==> src/ppcrp_pkg.sv <==
// Shared types, relocation type codes and decode types for the PowerPC relocation patcher.
package ppcrp_pkg;

	// relocation type codes, PowerPC ELF ABI numbering
	localparam logic [7:0] RT_ADDR32          = 8'd1;
	localparam logic [7:0] RT_ADDR24          = 8'd2;
	localparam logic [7:0] RT_ADDR16          = 8'd3;
	localparam logic [7:0] RT_ADDR16_LO       = 8'd4;
	localparam logic [7:0] RT_ADDR16_HI       = 8'd5;
	localparam logic [7:0] RT_ADDR16_HA       = 8'd6;
	localparam logic [7:0] RT_ADDR14          = 8'd7;
	localparam logic [7:0] RT_ADDR14_BRTAKEN  = 8'd8;
	localparam logic [7:0] RT_ADDR14_BRNTAKEN = 8'd9;
	localparam logic [7:0] RT_REL24           = 8'd10;
	localparam logic [7:0] RT_REL14           = 8'd11;
	localparam logic [7:0] RT_REL14_BRTAKEN   = 8'd12;
	localparam logic [7:0] RT_REL14_BRNTAKEN  = 8'd13;
	localparam logic [7:0] RT_UADDR32         = 8'd24;
	localparam logic [7:0] RT_UADDR16         = 8'd25;
	localparam logic [7:0] RT_REL32           = 8'd26;
	localparam logic [7:0] RT_SECTOFF         = 8'd33;
	localparam logic [7:0] RT_SECTOFF_LO      = 8'd34;
	localparam logic [7:0] RT_SECTOFF_HI      = 8'd35;
	localparam logic [7:0] RT_SECTOFF_HA      = 8'd36;
	localparam logic [7:0] RT_ADDR30          = 8'd37;
	localparam logic [7:0] RT_NADDR32         = 8'd101;
	localparam logic [7:0] RT_NADDR16         = 8'd102;
	localparam logic [7:0] RT_NADDR16_LO      = 8'd103;
	localparam logic [7:0] RT_NADDR16_HI      = 8'd104;
	localparam logic [7:0] RT_NADDR16_HA      = 8'd105;

	// field masks of the merged instruction forms
	localparam logic [31:0] KEEP_B24   = 32'hfc000003;
	localparam logic [31:0] FIELD_B24  = 32'h03fffffc;
	localparam logic [31:0] KEEP_B14   = 32'hffff0003;
	localparam logic [31:0] FIELD_B14  = 32'h0000fffc;
	localparam logic [31:0] KEEP_B14H  = 32'hffdf0003;
	localparam logic [31:0] HINT_TAKEN = 32'h00200000;
	localparam logic [31:0] KEEP_A30   = 32'h00000003;
	localparam logic [31:0] FIELD_A30  = 32'hfffffffc;
	localparam logic [15:0] HALF_MASK  = 16'hffff;

	typedef struct packed {
		logic [7:0]         kind;
		logic [31:0]        base_address;
		logic [31:0]        target_offset;
		logic signed [31:0] addend;
		logic [31:0]        symbol_address;
		logic [31:0]        old_word;
	} item_t;

	typedef struct packed {
		logic [31:0] patched_value;
		logic        write_size;
		logic        type_ok;
	} result_t;

	// how the relocation value is formed
	typedef enum logic [1:0] {
		VOP_ABS  = 2'd0,
		VOP_REL  = 2'd1,
		VOP_SECT = 2'd2,
		VOP_NEG  = 2'd3
	} value_op_t;

	// how the value lands in the target
	typedef enum logic [3:0] {
		MOP_WORD  = 4'd0,
		MOP_B24   = 4'd1,
		MOP_B14   = 4'd2,
		MOP_B14_T = 4'd3,
		MOP_B14_N = 4'd4,
		MOP_A30   = 4'd5,
		MOP_LO    = 4'd6,
		MOP_HI    = 4'd7,
		MOP_HA    = 4'd8
	} merge_op_t;

	typedef struct packed {
		logic      ok;
		value_op_t vop;
		merge_op_t mop;
	} decode_t;

endpackage

==> src/ppcrp_decode.sv <==
// Relocation type decoder: maps the type code to value and merge operations.
module ppcrp_decode (
	input  logic [7:0]       kind,
	output ppcrp_pkg::decode_t dec
);
	import ppcrp_pkg::*;

	// pick the value formula and the known-type flag
	always_comb begin
		dec.ok  = 1'b1;
		dec.vop = VOP_ABS;
		dec.mop = MOP_WORD;
		case (kind)
			RT_ADDR32, RT_ADDR24, RT_ADDR16, RT_ADDR16_HI, RT_ADDR16_HA, RT_ADDR16_LO,
			RT_ADDR14, RT_ADDR14_BRTAKEN, RT_ADDR14_BRNTAKEN, RT_UADDR32,
			RT_UADDR16: begin
				dec.vop = VOP_ABS;
			end
			RT_REL24, RT_REL14, RT_REL14_BRTAKEN, RT_REL14_BRNTAKEN, RT_REL32,
			RT_ADDR30: begin
				dec.vop = VOP_REL;
			end
			RT_SECTOFF, RT_SECTOFF_LO, RT_SECTOFF_HI, RT_SECTOFF_HA: begin
				dec.vop = VOP_SECT;
			end
			RT_NADDR32, RT_NADDR16, RT_NADDR16_LO, RT_NADDR16_HI, RT_NADDR16_HA: begin
				dec.vop = VOP_NEG;
			end
			default: begin
				dec.ok = 1'b0;
			end
		endcase

		// pick the merge form
		case (kind)
			RT_ADDR24, RT_REL24:                        dec.mop = MOP_B24;
			RT_ADDR14, RT_REL14:                        dec.mop = MOP_B14;
			RT_ADDR14_BRTAKEN, RT_REL14_BRTAKEN:        dec.mop = MOP_B14_T;
			RT_ADDR14_BRNTAKEN, RT_REL14_BRNTAKEN:      dec.mop = MOP_B14_N;
			RT_ADDR30:                                  dec.mop = MOP_A30;
			RT_ADDR16, RT_UADDR16, RT_NADDR16, RT_ADDR16_LO, RT_SECTOFF_LO,
			RT_NADDR16_LO:                              dec.mop = MOP_LO;
			RT_ADDR16_HI, RT_SECTOFF_HI, RT_NADDR16_HI: dec.mop = MOP_HI;
			RT_ADDR16_HA, RT_SECTOFF_HA, RT_NADDR16_HA: dec.mop = MOP_HA;
			default:                                    dec.mop = MOP_WORD;
		endcase
	end

endmodule

==> src/ppcrp_compute.sv <==
// Relocation datapath: forms the value and merges it into the target word or half.
module ppcrp_compute (
	input  ppcrp_pkg::item_t   item,
	input  ppcrp_pkg::decode_t dec,
	output ppcrp_pkg::result_t res
);
	import ppcrp_pkg::*;

	logic [31:0] addend_u;
	logic [31:0] value;
	logic [15:0] half_ha;

	assign addend_u = item.addend;

	// form the relocation value, all sums wrap modulo 2^32
	always_comb begin
		case (dec.vop)
			VOP_ABS:  value = item.symbol_address + addend_u;
			VOP_REL:  value = item.symbol_address + addend_u - item.base_address
			                  - item.target_offset;
			VOP_SECT: value = item.target_offset + addend_u;
			VOP_NEG:  value = addend_u - item.symbol_address;
			default:  value = '0;
		endcase
	end

	// high-adjusted half: round up when bit 15 is set
	assign half_ha = value[31:16] + {15'd0, value[15]};

	// merge into the old word or select the half
	always_comb begin
		res.patched_value = '0;
		res.write_size    = 1'b0;
		res.type_ok       = dec.ok;
		if (dec.ok) begin
			case (dec.mop)
				MOP_WORD:  res.patched_value = value;
				MOP_B24:   res.patched_value = (item.old_word & KEEP_B24) | (value & FIELD_B24);
				MOP_B14:   res.patched_value = (item.old_word & KEEP_B14) | (value & FIELD_B14);
				MOP_B14_T: res.patched_value = (item.old_word & KEEP_B14H)
				                               | (value & FIELD_B14) | HINT_TAKEN;
				MOP_B14_N: res.patched_value = (item.old_word & KEEP_B14H) | (value & FIELD_B14);
				MOP_A30:   res.patched_value = (item.old_word & KEEP_A30) | (value & FIELD_A30);
				MOP_LO: begin
					res.patched_value = {16'd0, value[15:0] & HALF_MASK};
					res.write_size    = 1'b1;
				end
				MOP_HI: begin
					res.patched_value = {16'd0, value[31:16]};
					res.write_size    = 1'b1;
				end
				MOP_HA: begin
					res.patched_value = {16'd0, half_ha};
					res.write_size    = 1'b1;
				end
				default: res.patched_value = '0;
			endcase
		end
	end

endmodule

==> src/ppc_relocation_patcher_unit.sv <==
// Top level of the PowerPC relocation patcher: input register, datapath, result register.
//
//  channel  | ports              | handshake
//  ---------+--------------------+-------------------------------------------
//  command  | start, busy, item  | transaction taken when start && !busy
//  result   | done, result       | one-cycle strobe, receiver cannot stall
//
// done rises once the relocation has passed both registers: the input register
// holds the relocation while the decode and merge logic feeds the result register,
// and the result register takes the result while done_s2 raises done.
// A new relocation is taken every cycle; busy stays low, as nothing stalls.
// Reset clears the valid flags only; payload registers are not reset.
module ppc_relocation_patcher_unit (
	input  logic                clk,
	input  logic                arst_n,
	input  logic                start,
	output logic                busy,
	input  ppcrp_pkg::item_t    item,
	output logic                done,
	output ppcrp_pkg::result_t  result
);
	import ppcrp_pkg::*;

	logic    valid_s1;
	item_t   item_s1;
	decode_t dec;
	result_t res_comb;
	logic    done_s2;
	result_t result_s2;

	assign busy = 1'b0;

	// capture the command transaction
	always_ff @(posedge clk or negedge arst_n) begin
		if (!arst_n) begin
			valid_s1 <= 1'b0;
		end else begin
			valid_s1 <= start && !busy;
		end
	end

	always_ff @(posedge clk) begin
		if (start && !busy) begin
			item_s1 <= item;
		end
	end

	ppcrp_decode u_decode (
		.kind (item_s1.kind),
		.dec  (dec)
	);

	ppcrp_compute u_compute (
		.item (item_s1),
		.dec  (dec),
		.res  (res_comb)
	);

	// register the result and its strobe
	always_ff @(posedge clk or negedge arst_n) begin
		if (!arst_n) begin
			done_s2 <= 1'b0;
		end else begin
			done_s2 <= valid_s1;
		end
	end

	always_ff @(posedge clk) begin
		if (valid_s1) begin
			result_s2 <= res_comb;
		end
	end

	assign done   = done_s2;
	assign result = result_s2;

	// checks
	a_done_follows_s1: assert property (@(posedge clk) disable iff (!arst_n)
		done == $past(valid_s1))
		else $error("result strobe does not follow the input stage");

	a_unknown_zero: assert property (@(posedge clk) disable iff (!arst_n)
		done && !result.type_ok |-> result.patched_value == 32'd0 && !result.write_size)
		else $error("unknown type produced a write");

	a_half_upper_zero: assert property (@(posedge clk) disable iff (!arst_n)
		done && result.write_size |-> result.patched_value[31:16] == 16'd0)
		else $error("halfword result has nonzero upper bits");

	a_one_per_item: assert property (@(posedge clk) disable iff (!arst_n)
		valid_s1 |=> done)
		else $error("accepted relocation produced no result");

endmodule
==> config.mk <==
export PLATFORM = sky130hd
export DESIGN_NAME = ppc_relocation_patcher_unit
export DESIGN_NICKNAME = d
export VERILOG_FILES = /design/src/ppcrp_pkg.sv /design/src/ppcrp_decode.sv /design/src/ppcrp_compute.sv /design/src/ppc_relocation_patcher_unit.sv
export SDC_FILE = /design/constraint.sdc
export NUM_CORES = 1
export LEC_CHECK = 0
export BUFFER_PORTS_ARGS = -buffer_cell sky130_fd_sc_hd__buf_2
export CAP_MARGIN = 15
export CORE_MARGIN = 5
export CORE_UTILIZATION = 52
export CTS_BUF_LIST = sky130_fd_sc_hd__clkbuf_16
export DETAILED_ROUTE_END_ITERATION = 10
export GPL_TIMING_DRIVEN = 0
export PLACE_DENSITY = 0.82
export SLEW_MARGIN = 10
export SYNTH_ARGS = -nofsm -noshare
export SYNTH_HDL_FRONTEND = slang
export SYNTH_SLANG_ARGS = --single-unit
==> constraint.sdc <==
create_clock -name clk -period 18.14 [get_ports clk]
set_input_delay 0.907 -clock clk [delete_from_list [all_inputs] [get_ports clk]]
set_output_delay 0.907 -clock clk [all_outputs]
set_load 0.02 [all_outputs]
Word level (Yosys, flattened, before mapping) --
Index checks and enable logic that the tools add are counted.
Operators by class: $add $sub $neg 6, equal/unequal tests 37, multiplexer cells 6, bitwise operators 4, reduce and logical (&&, ||, !) cells 14
Operators with widths (number):
- one-hot mux 32 bit (9 select lines) | 1
- one-hot mux 32 bit (4 select lines) | 1
- subtractor 32 bit | 3
- adder 32 bit | 2
- bitwise OR 32 x 16 -> 32 bit | 2
- equality test 8 x 4 -> 1 bit (second input constant) | 6
- equality test 8 x 6 -> 1 bit (second input constant) | 5
- equality test 8 x 7 -> 1 bit (second input constant) | 5
- equality test 8 x 3 -> 1 bit (second input constant) | 4
- bitwise OR 2 x 32 -> 32 bit | 1
- bitwise OR 32 x 26 -> 32 bit | 1
- one-hot mux 4 bit (8 select lines) | 1
- OR reduction 26 bit | 1
- equality test 8 x 5 -> 1 bit (second input constant) | 3
- adder 16 x 1 -> 16 bit | 1
- equality test 4 x 3 -> 1 bit (second input constant) | 4
- equality test 8 x 2 -> 1 bit (second input constant) | 2
- OR reduction 6 bit | 2
- OR reduction 3 bit | 3
- equality test 4 x 2 -> 1 bit (second input constant) | 2
- equality test 8 x 1 -> 1 bit (second input constant) | 1
- OR reduction 2 bit | 4
- one-hot mux 2 bit (3 select lines) | 1
- OR reduction 5 bit | 1
- other kinds (8) | 10
Word-level totals: register bits 204, input port bits 171, output and inout port bits 36

Depth between registers and ports, before layout --
Gate-level depths: netlist (run 1).
word-level depth 7, gate-level depth with buffers 24, gate-level depth less buffers 24

By module --
Synthesis (run 1) repeated with hierarchy kept, for this count alone.
Unflattened totals: cell total of the unflattened synthesis 1514, area, all modules 14963.1 sq um
Modules (own cells, without submodules):
- ppcrp_compute | instances 1, cells an instance 1230, area each 8328.0 sq um, seq. area each 0.0 sq um
- ppc_relocation_patcher_unit | instances 1, cells an instance 206, area each 6127.1 sq um, seq. area each 6115.9 sq um
- ppcrp_decode | instances 1, cells an instance 78, area each 508.0 sq um, seq. area each 0.0 sq um

Worst setup path before layout (run 1) --
No wires, ideal clock.
path type reg-to-reg, from register item_s1[32] in the netlist's numbering, to register result_s2 (netlist bit result[17]) (data pin), library setup time 163 ps, data arrival time 5684 ps, data required time 17977 ps, path slack 12293 ps, cell stages (with the launch flop) 22, period minus slack after synthesis 5847 ps, path through edfxtp_1 > ha_1 > fa_1 > a211oi_1 > o21a_1 > a21o_1 > nand2_1 > a31oi_1 > xnor2_1 > fa_1 > ha_1 > a21oi_1 > o21a_1 > nand2_1 > or4_1 > a311o_1 > a21oi_1 > xnor2_1 > o221ai_1 > or4bb_1 > or4_1 > o221ai_1
Between the ends: cells in the longest elaborated chain, start to end 6, elaborated cells between the ends (all ways) 11, those cells by class add/sub (5); mux (2); bitwise (4)
RTL lines:
- start: declaration | line ppc_relocation_patcher_unit.sv:25 | item_t item_s1;
- start signal: assignment | line ppc_relocation_patcher_unit.sv:44 | item_s1 <= item;
- adder 32 bit | line ppcrp_compute.sv:18, ppcrp_compute.sv:19
- subtractor 32 bit | line ppcrp_compute.sv:19 | VOP_REL: value = item.symbol_address + addend_u - item.base_address
- subtractor 32 bit | line ppcrp_compute.sv:20 | - item.target_offset;
- one-hot mux 32 bit (4 select lines) * | line ppcrp_compute.sv:17 | case (dec.vop)
- adder 16 x 1 -> 16 bit, or another cell as far along | line ppcrp_compute.sv:28 | assign half_ha = value[31:16] + {15'd0, value[15]};
- one-hot mux 32 bit (9 select lines) * | line ppcrp_compute.sv:36 | case (dec.mop)
- end signal: assignment | line ppc_relocation_patcher_unit.sv:70 | result_s2 <= res_comb;
- end: declaration | line ppc_relocation_patcher_unit.sv:29 | result_t result_s2;
Every way passes the cells marked *; elsewhere a longest branch is shown, timed or not. A chain may end at the register's enable or synchronous reset.

Final worst setup path (run 1) --
from register item_s1[32] in the netlist's numbering, to register result_s2 (netlist bit result[14]) (data pin)
Same word-level chain as after synthesis.

==> summary.md, run 1 <==
- outcome: finished, violations left
- violations in the final reports: design-rule violations
- fraction of synthesis flops using an asynchronous set or reset pin: 0.01053
- Via-to-Cell Ratio: 6.242
- total negative slack for setup checks: 0 ps
- number of post-CTS setup repair buffers: 0
- crit share post-route: 0.4219
- Slew HR: 0.1409
- H-tree depth: 4
- dominant cell type by area after synthesis: edfxtp_1
- Layout area overhead: 13.68%
- area share of the largest cell type after synthesis: 0.3950
- Mapped Area: 14290 um2
- clock buffer depth: 2
- die width: 175.8 um
- Cell Pwr Density: 114.0 nW/um2
- Antenna diodes: 0
- synthesis-stage register bit count: 190
- Die ar.: 30900 um2
- start point of the critical path: item_s1[32]
- leading cell types by total area after synthesis: edfxtp_1, ha_1, fa_1
- Yosys cell types: 86
- number of nets still failing antenna checks after routing: 0
- syn avg cell area: 9.810 um2
- total leakage power: 6.569 nW
- Final Cell Area: 16250 um2
- routed len/inst: 20.86 um
- number of search-and-repair iterations in the first detailed-routing pass: 10
- total global routing overflow: 0
- number of max-slew violations in the final report: 0
- most frequent standard cell in the layout excluding fill and tap cells: buf_2
- number of top-level design ports: 207
- Initial DRC Count: 1384
- number of buffers created by CTS: 17
- number of antenna violations at the first check in global routing: 0
- Register-to-Register Path Depth: 22
- setup repair after global routing missed its margin: no
- Max Clock Skew: 13.84 ps
- Final Net Count: 1969
- min Tclk post-route: 7653 ps
- arrival time of data at the critical path endpoint: 7880 ps
- most frequent cells in the layout: buf_2, edfxtp_1, nand2_1, a21oi_1, inv_1
- category of the worst setup path capture point: flip-flop
- Critical path destination: result[14]
- Final Setup Violations: 0
- via count of the routed design: 12610
- largest net degree at the start of global routing: 86
- starting density of the core: 0.5289
- element type at the critical path start: flip-flop
- portion of the post-synthesis area used by sequential elements: 0.3985
- data required time of the worst path: 18370 ps
- Clk pin slew, worst setup/hold paths: 60 ps
- Core Box Area: 27030 um2
- upper clock frequency limit: 130.7 MHz
- Worst IR Drop VDD: 0.07547 mV
- routed wire length: 42150 um
- final-report hold violation count: 0
- number of max-capacitance violations reported: 0
- FF-to-FF Start: item_s1[32]
- root buf cell: clkbuf_16
- number of gates resized after CTS: 0
- GRT Util Overall: 0.2689
- Worst Setup Path Type: flip-flop to flip-flop
- total placed cells including tap cells: 1991
- Overall Power: 1.852 mW
- Worst Max-Slew Pin Slew: 1289 ps
- site row count: 60
- number of flops mapped to enable cells by yosys: 188
- Die Ht: 175.8 um
- clk_lat worst skew: 460 ps
- count of buffers from port buffering: 191
- CTS Sinks: 190
- number of global-route vias before repair: 12160
- global placement routability congestion: 0.9512
- first-pass GRT wire length: 65500 um
- largest fanout on the critical path: 7
- path type of the worst min-delay path: primary input to async pin
- fin util: 0.6013
- CTS hold repair buffers: 0
- number of design rule violations left after detail routing: 1
- setup slack of the most critical reg-to-reg path: 10490 ps
- Placement Cell Area: 15740 um2
- Synth Instances: 1457
- yosys synthesis warning count: 0
- CTS tree: yes
- destination of the worst register-to-register timing path: result[14]
- ratio of cells with drive above 1 in the final layout: 0.1465
- post-route non-filler standard cell count: 2020
- detailed placer's ending HPWL: 33590 um
- net count after synthesis: 1757
- ys flop type: edfxtp_1
final cells by class:
class	count	area, um2
buffer	52	202.7
clock buffer	17	425.4
clock inverter	12	86.33
fill	2297	10780
inverter	95	356.6
multi-input combinational	1120	8039
sequential	190	5695
tap	341	426.7
timing repair buffer	193	1017
power by group:
group,internal (mW),switching (mW)
Combinational,0.370,0.589
Sequential,0.525,0.0239
Clock,0.183,0.161
sequential cells by signal, summed over array words and instances (netlist names):
| register | cells |
|---|---|
| item_s1 | 154 |
| result | 34 |
| done | 1 |
| valid_s1 | 1 |
metrics by stage:
stage | setup slack, ps | hold slack, ps
after CTS | 10690 | 223.3
after global routing | 10270 | 220.9
final | 10490 | 231.5
after global placement | 10810 | 547.9
after detailed placement | 10740 | 576.0
after floorplan | 12290 | 529.2
synth_stat cells, types with 8 or more instances:
cell      count
a211oi_1     13
o211ai_1     13
o21a_1       24
nor3_1       31
nand4_1      20
ha_1         96
o21ai_0      94
and2_1        8
and3_1       14
xor2_1       38
nor2b_1      14
fa_1         33
xnor2_1      74
nand2b_1     12
o22ai_1      13
inv_1        95
a21oi_1     119
a22oi_1      17
nor2_1       96
nor4_1       13
o221ai_1     12
a21o_1       24
or3_1        11
a31oi_1      22
nand3_1      22
o21bai_1      9
mux2i_1       9
o21ai_1       9
nand2_1     132
clkbuf_1     46
edfxtp_1    188
how the worst min path moves through the flow:
| stage | end | cells after the start | startpoint |
|---|---|---|---|
| after global routing | done | 1 | arst_n |
| after detailed placement | result[31] | 2 | item_s1[29] |
| after floorplan | result[30] | 2 | item_s1[28] |
| after global placement | result[31] | 2 | item_s1[29] |
| after CTS | done | 1 | arst_n |
| final | valid_s1 | 1 | arst_n |
per-layer routing:
layer | up-vias | routed length [um] | global-route usage
met3 | 88 | 3694 | 0.04606
met1 | 5940 | 18370 | 0.3787
met4 | 0 | 1305 | 0.09389
met5 | - | 0 | 0
li1 | 5901 | - | -
met2 | 680 | 18780 | 0.4222
logic make-up after synthesis:
kind of cell / count (synthesis) / synth area share
compound gates: 461 / 0.2159
simple gates: 406 / 0.1387
flops: 190 / 0.3985
buf+inv: 147 / 0.03913
fa+ha+maj: 129 / 0.1303
xor+xnor: 113 / 0.07020
mux: 10 / 0.007091
other cells: 1 / 0.0002624
critical path, cell delays in order, from the launching register on:
cell       delay [ps]
edfxtp_1          400
ha_1              250
fa_1              430
a211oi_1          330
o21a_1            280
a21o_1            270
o211ai_1          150
a211oi_1          360
xor2_1            320
inv_1             100
fa_1              420
ha_1              470
and2_1            240
nand3_1           140
a2111oi_0         560
nor3_1            230
nand2_1           180
xnor2_1            80
a222oi_1          890
o2111a_2          440
nand3_2           130
or3_1             350
o311ai_1          380
(Power assumes the default switching activity.)
==> run 2: changes to the inputs <==
Settings changed: ABC_AREA from default to 1, PLACE_DENSITY 0.82 to 0.81.
Clock period 18.14 ns to 8 ns, I/O delays scaled along.
==> run 2 against run 1 <==
Net effect:
- the run now ends clean
- synthesized cell count grew 68%
- flip-flop and latch count is the same
- non-clock buffer count shrank 29
- largest power group unchanged
- wire length grew 43%
- sequential share of layout area shrank 5.3 points
- highest routed layer is now met5
- clock power grew to 2.5 times the previous value
- largest cell class unchanged
==> summary.md, run 2 <==
- total placed cells including tap cells: 3077
- Final Setup Violations: 0
- setup slack of the most critical reg-to-reg path: 1140 ps
- synthesis-stage register bit count: 190
- number of gates resized after CTS: 0
- crit share post-route: 0.8576
- routed wire length: 60180 um
- largest fanout on the critical path: 4
- leading cell types by total area after synthesis: edfxtp_1, nand2_1, inv_1
- most frequent cells in the layout: nand2_1, inv_1, buf_2, nor2_1, edfxtp_1
- cell with the most instances after synthesis: nand2_1
- Yosys cell types: 56
- total negative slack for setup checks: 0 ps
- site row count: 66
- upper clock frequency limit: 145.8 MHz
- worst min-delay path startpoint: item[146]
- number of search-and-repair iterations in the first detailed-routing pass: 6
- register containing the most flip-flops in the final layout: item_s1
- path type of the worst min-delay path: primary input to flip-flop
- first-pass GRT wire length: 91360 um
- ys flop type: edfxtp_1
- most frequent standard cell in the layout excluding fill and tap cells: nand2_1
- Die Ht: 190.6 um
- number of antenna violations at the first check in global routing: 1
- ratio of cells with drive above 1 in the final layout: 0.1102
- number of buffers created by CTS: 17
- die width: 190.6 um
- Mapped Area: 16960 um2
- CTS tree: yes
- Cell Pwr Density: 241.8 nW/um2
- number of max-slew violations in the final report: 0
- Layout area overhead: 12.87%
- Worst Max-Slew Pin Slew: 877.0 ps
- Hold Path Depth: 1
- data required time of the worst path: 8310 ps
- slowest CP cell: xnor2_1
- Max Clock Skew: 15.53 ps
- global placement routability congestion: 1.053
- number of nets still failing antenna checks after routing: 0
- element type at the critical path start: flip-flop
- total global routing overflow: 0
- total leakage power: 10.11 nW
- GRT Util Overall: 0.3349
- Worst Setup Path Type: flip-flop to flip-flop
- Final Net Count: 2955
- final-report hold violation count: 0
- number of global-route vias before repair: 15910
- portion of the post-synthesis area used by sequential elements: 0.3358
- min Tclk post-route: 6861 ps
- top post-synthesis cells by count: nand2_1, inv_1, nor2_1
- number of design rule violations left after detail routing: 0
- dominant cell type by area after synthesis: edfxtp_1
- via count of the routed design: 16650
- Worst IR Drop VDD: 0.1669 mV
- arrival time of data at the critical path endpoint: 7170 ps
- number of max-capacitance violations reported: 0
- cell repeated most along the worst path: nand2_1
- destination of the worst register-to-register timing path: result[12]
- Initial DRC Count: 1604
- Slew HR: 0.4112
- syn avg cell area: 6.945 um2
- largest incremental delay on the critical path: 700 ps
- net count after synthesis: 2742
- Overall Power: 4.628 mW
- H-tree depth: 4
- number of inserted filler cells in the final layout: 3195
- clk_lat worst skew: 480 ps
- Clk pin slew, worst setup/hold paths: 80 ps
- outcome: complete, no violations
- yosys synthesis warning count: 0
- Via-to-Cell Ratio: 5.353
- CTS Sinks: 190
- Largest register FFs: 154
- number of post-CTS setup repair buffers: 0
- clock buffer depth: 2
- Antenna diodes: 0
- worst hold path endpoint: item_s1[146]
- largest net degree at the start of global routing: 99
- count of buffers from port buffering: 191
- setup repair after global routing missed its margin: no
- area share of the largest cell type after synthesis: 0.3329
- Core Box Area: 32370 um2
- fraction of synthesis flops using an asynchronous set or reset pin: 0.01053
- post-route non-filler standard cell count: 3110
- routed len/inst: 19.35 um
- number of top-level design ports: 207
- starting density of the core: 0.5239
- Register-to-Register Path Depth: 30
- root buf cell: clkbuf_16
- Die ar.: 36320 um2
- number of flops mapped to enable cells by yosys: 188
- detailed placer's ending HPWL: 51310 um
- category of the worst setup path capture point: flip-flop
- FF-to-FF Start: item_s1[32]
- Synth Instances: 2442
run 2: routing by layer:
layer	wire length, um	track usage
met1	24550	0.4267
met2	26910	0.5386
met3	4729	0.06005
met4	3969	0.1906
met5	13	0
run 2: report_power, final:
group / internal [mW] / switching (mW)
logic: 0.796 / 1.71
clock network: 0.446 / 0.425
registers: 1.19 / 0.0596
total: 2.43 / 2.20
run 2: repair_timing:
action | CTS | global route
endpoints found under the setup margin | 0 | 0
hold endpoints to repair | 2 | 0
hold buffers | 1 | 0
run 2: layout make-up:
class | instances | area (um2) | share of cell area
multi-input combinational | 1747 | 9289 | 0.4853
inverter | 483 | 1813 | 0.09472
buffer | 22 | 161.4 | 0.008432
sequential | 190 | 5695 | 0.2976
clock inverter | 15 | 176.4 | 0.009217
clock buffer | 17 | 425.4 | 0.02223
tap | 442 | 553.0 | 0.02889
timing repair buffer | 194 | 1027 | 0.05367
run 2: critical path, delay by kind of cell (launching register included):
kind            cells  cell delay, ps
compound gates      3             960
xor+xnor            2             780
fa+ha+maj           6            2190
buf+inv             4             400
flops               1             430
simple gates       15            1940
run 2: kinds of logic after synthesis:
| logic type | count (synthesis) | share of synthesized area |
|---|---|---|
| compound gates | 197 | 0.06581 |
| buf+inv | 505 | 0.1164 |
| fa+ha+maj | 129 | 0.1098 |
| flops | 190 | 0.3358 |
| mux | 1 | 0.0005903 |
| simple gates | 1353 | 0.3372 |
| xor+xnor | 66 | 0.03409 |
| other cells | 1 | 0.0002211 |
run 2: worst max-delay path by stage:
stage,start,endpoint,slack (ps)
2_1_floorplan,item_s1[32],result[12],3370
3_3_place_gp,item_s1[32],result[12],1360
3_5_place_dp,item_s1[32],result[7],1340
4_1_cts,item_s1[32],result[12],1280
5_1_grt,item_s1[32],result[12],710
6_report,item_s1[32],result[12],1140
run 2: stage by stage:
step	hold WS [ps]	util	cell area [um2]	worst slack (ps)
6_report	91.72	0.5913	19140	1139
5_1_grt	75.94	0.5913	19140	714.6
4_1_cts	77.93	0.5913	19140	1283
3_5_place_dp	186.4	0.5724	18530	1341
3_3_place_gp	186.2	0.5705	18470	1360
2_1_floorplan	104.4	-	16960	3366
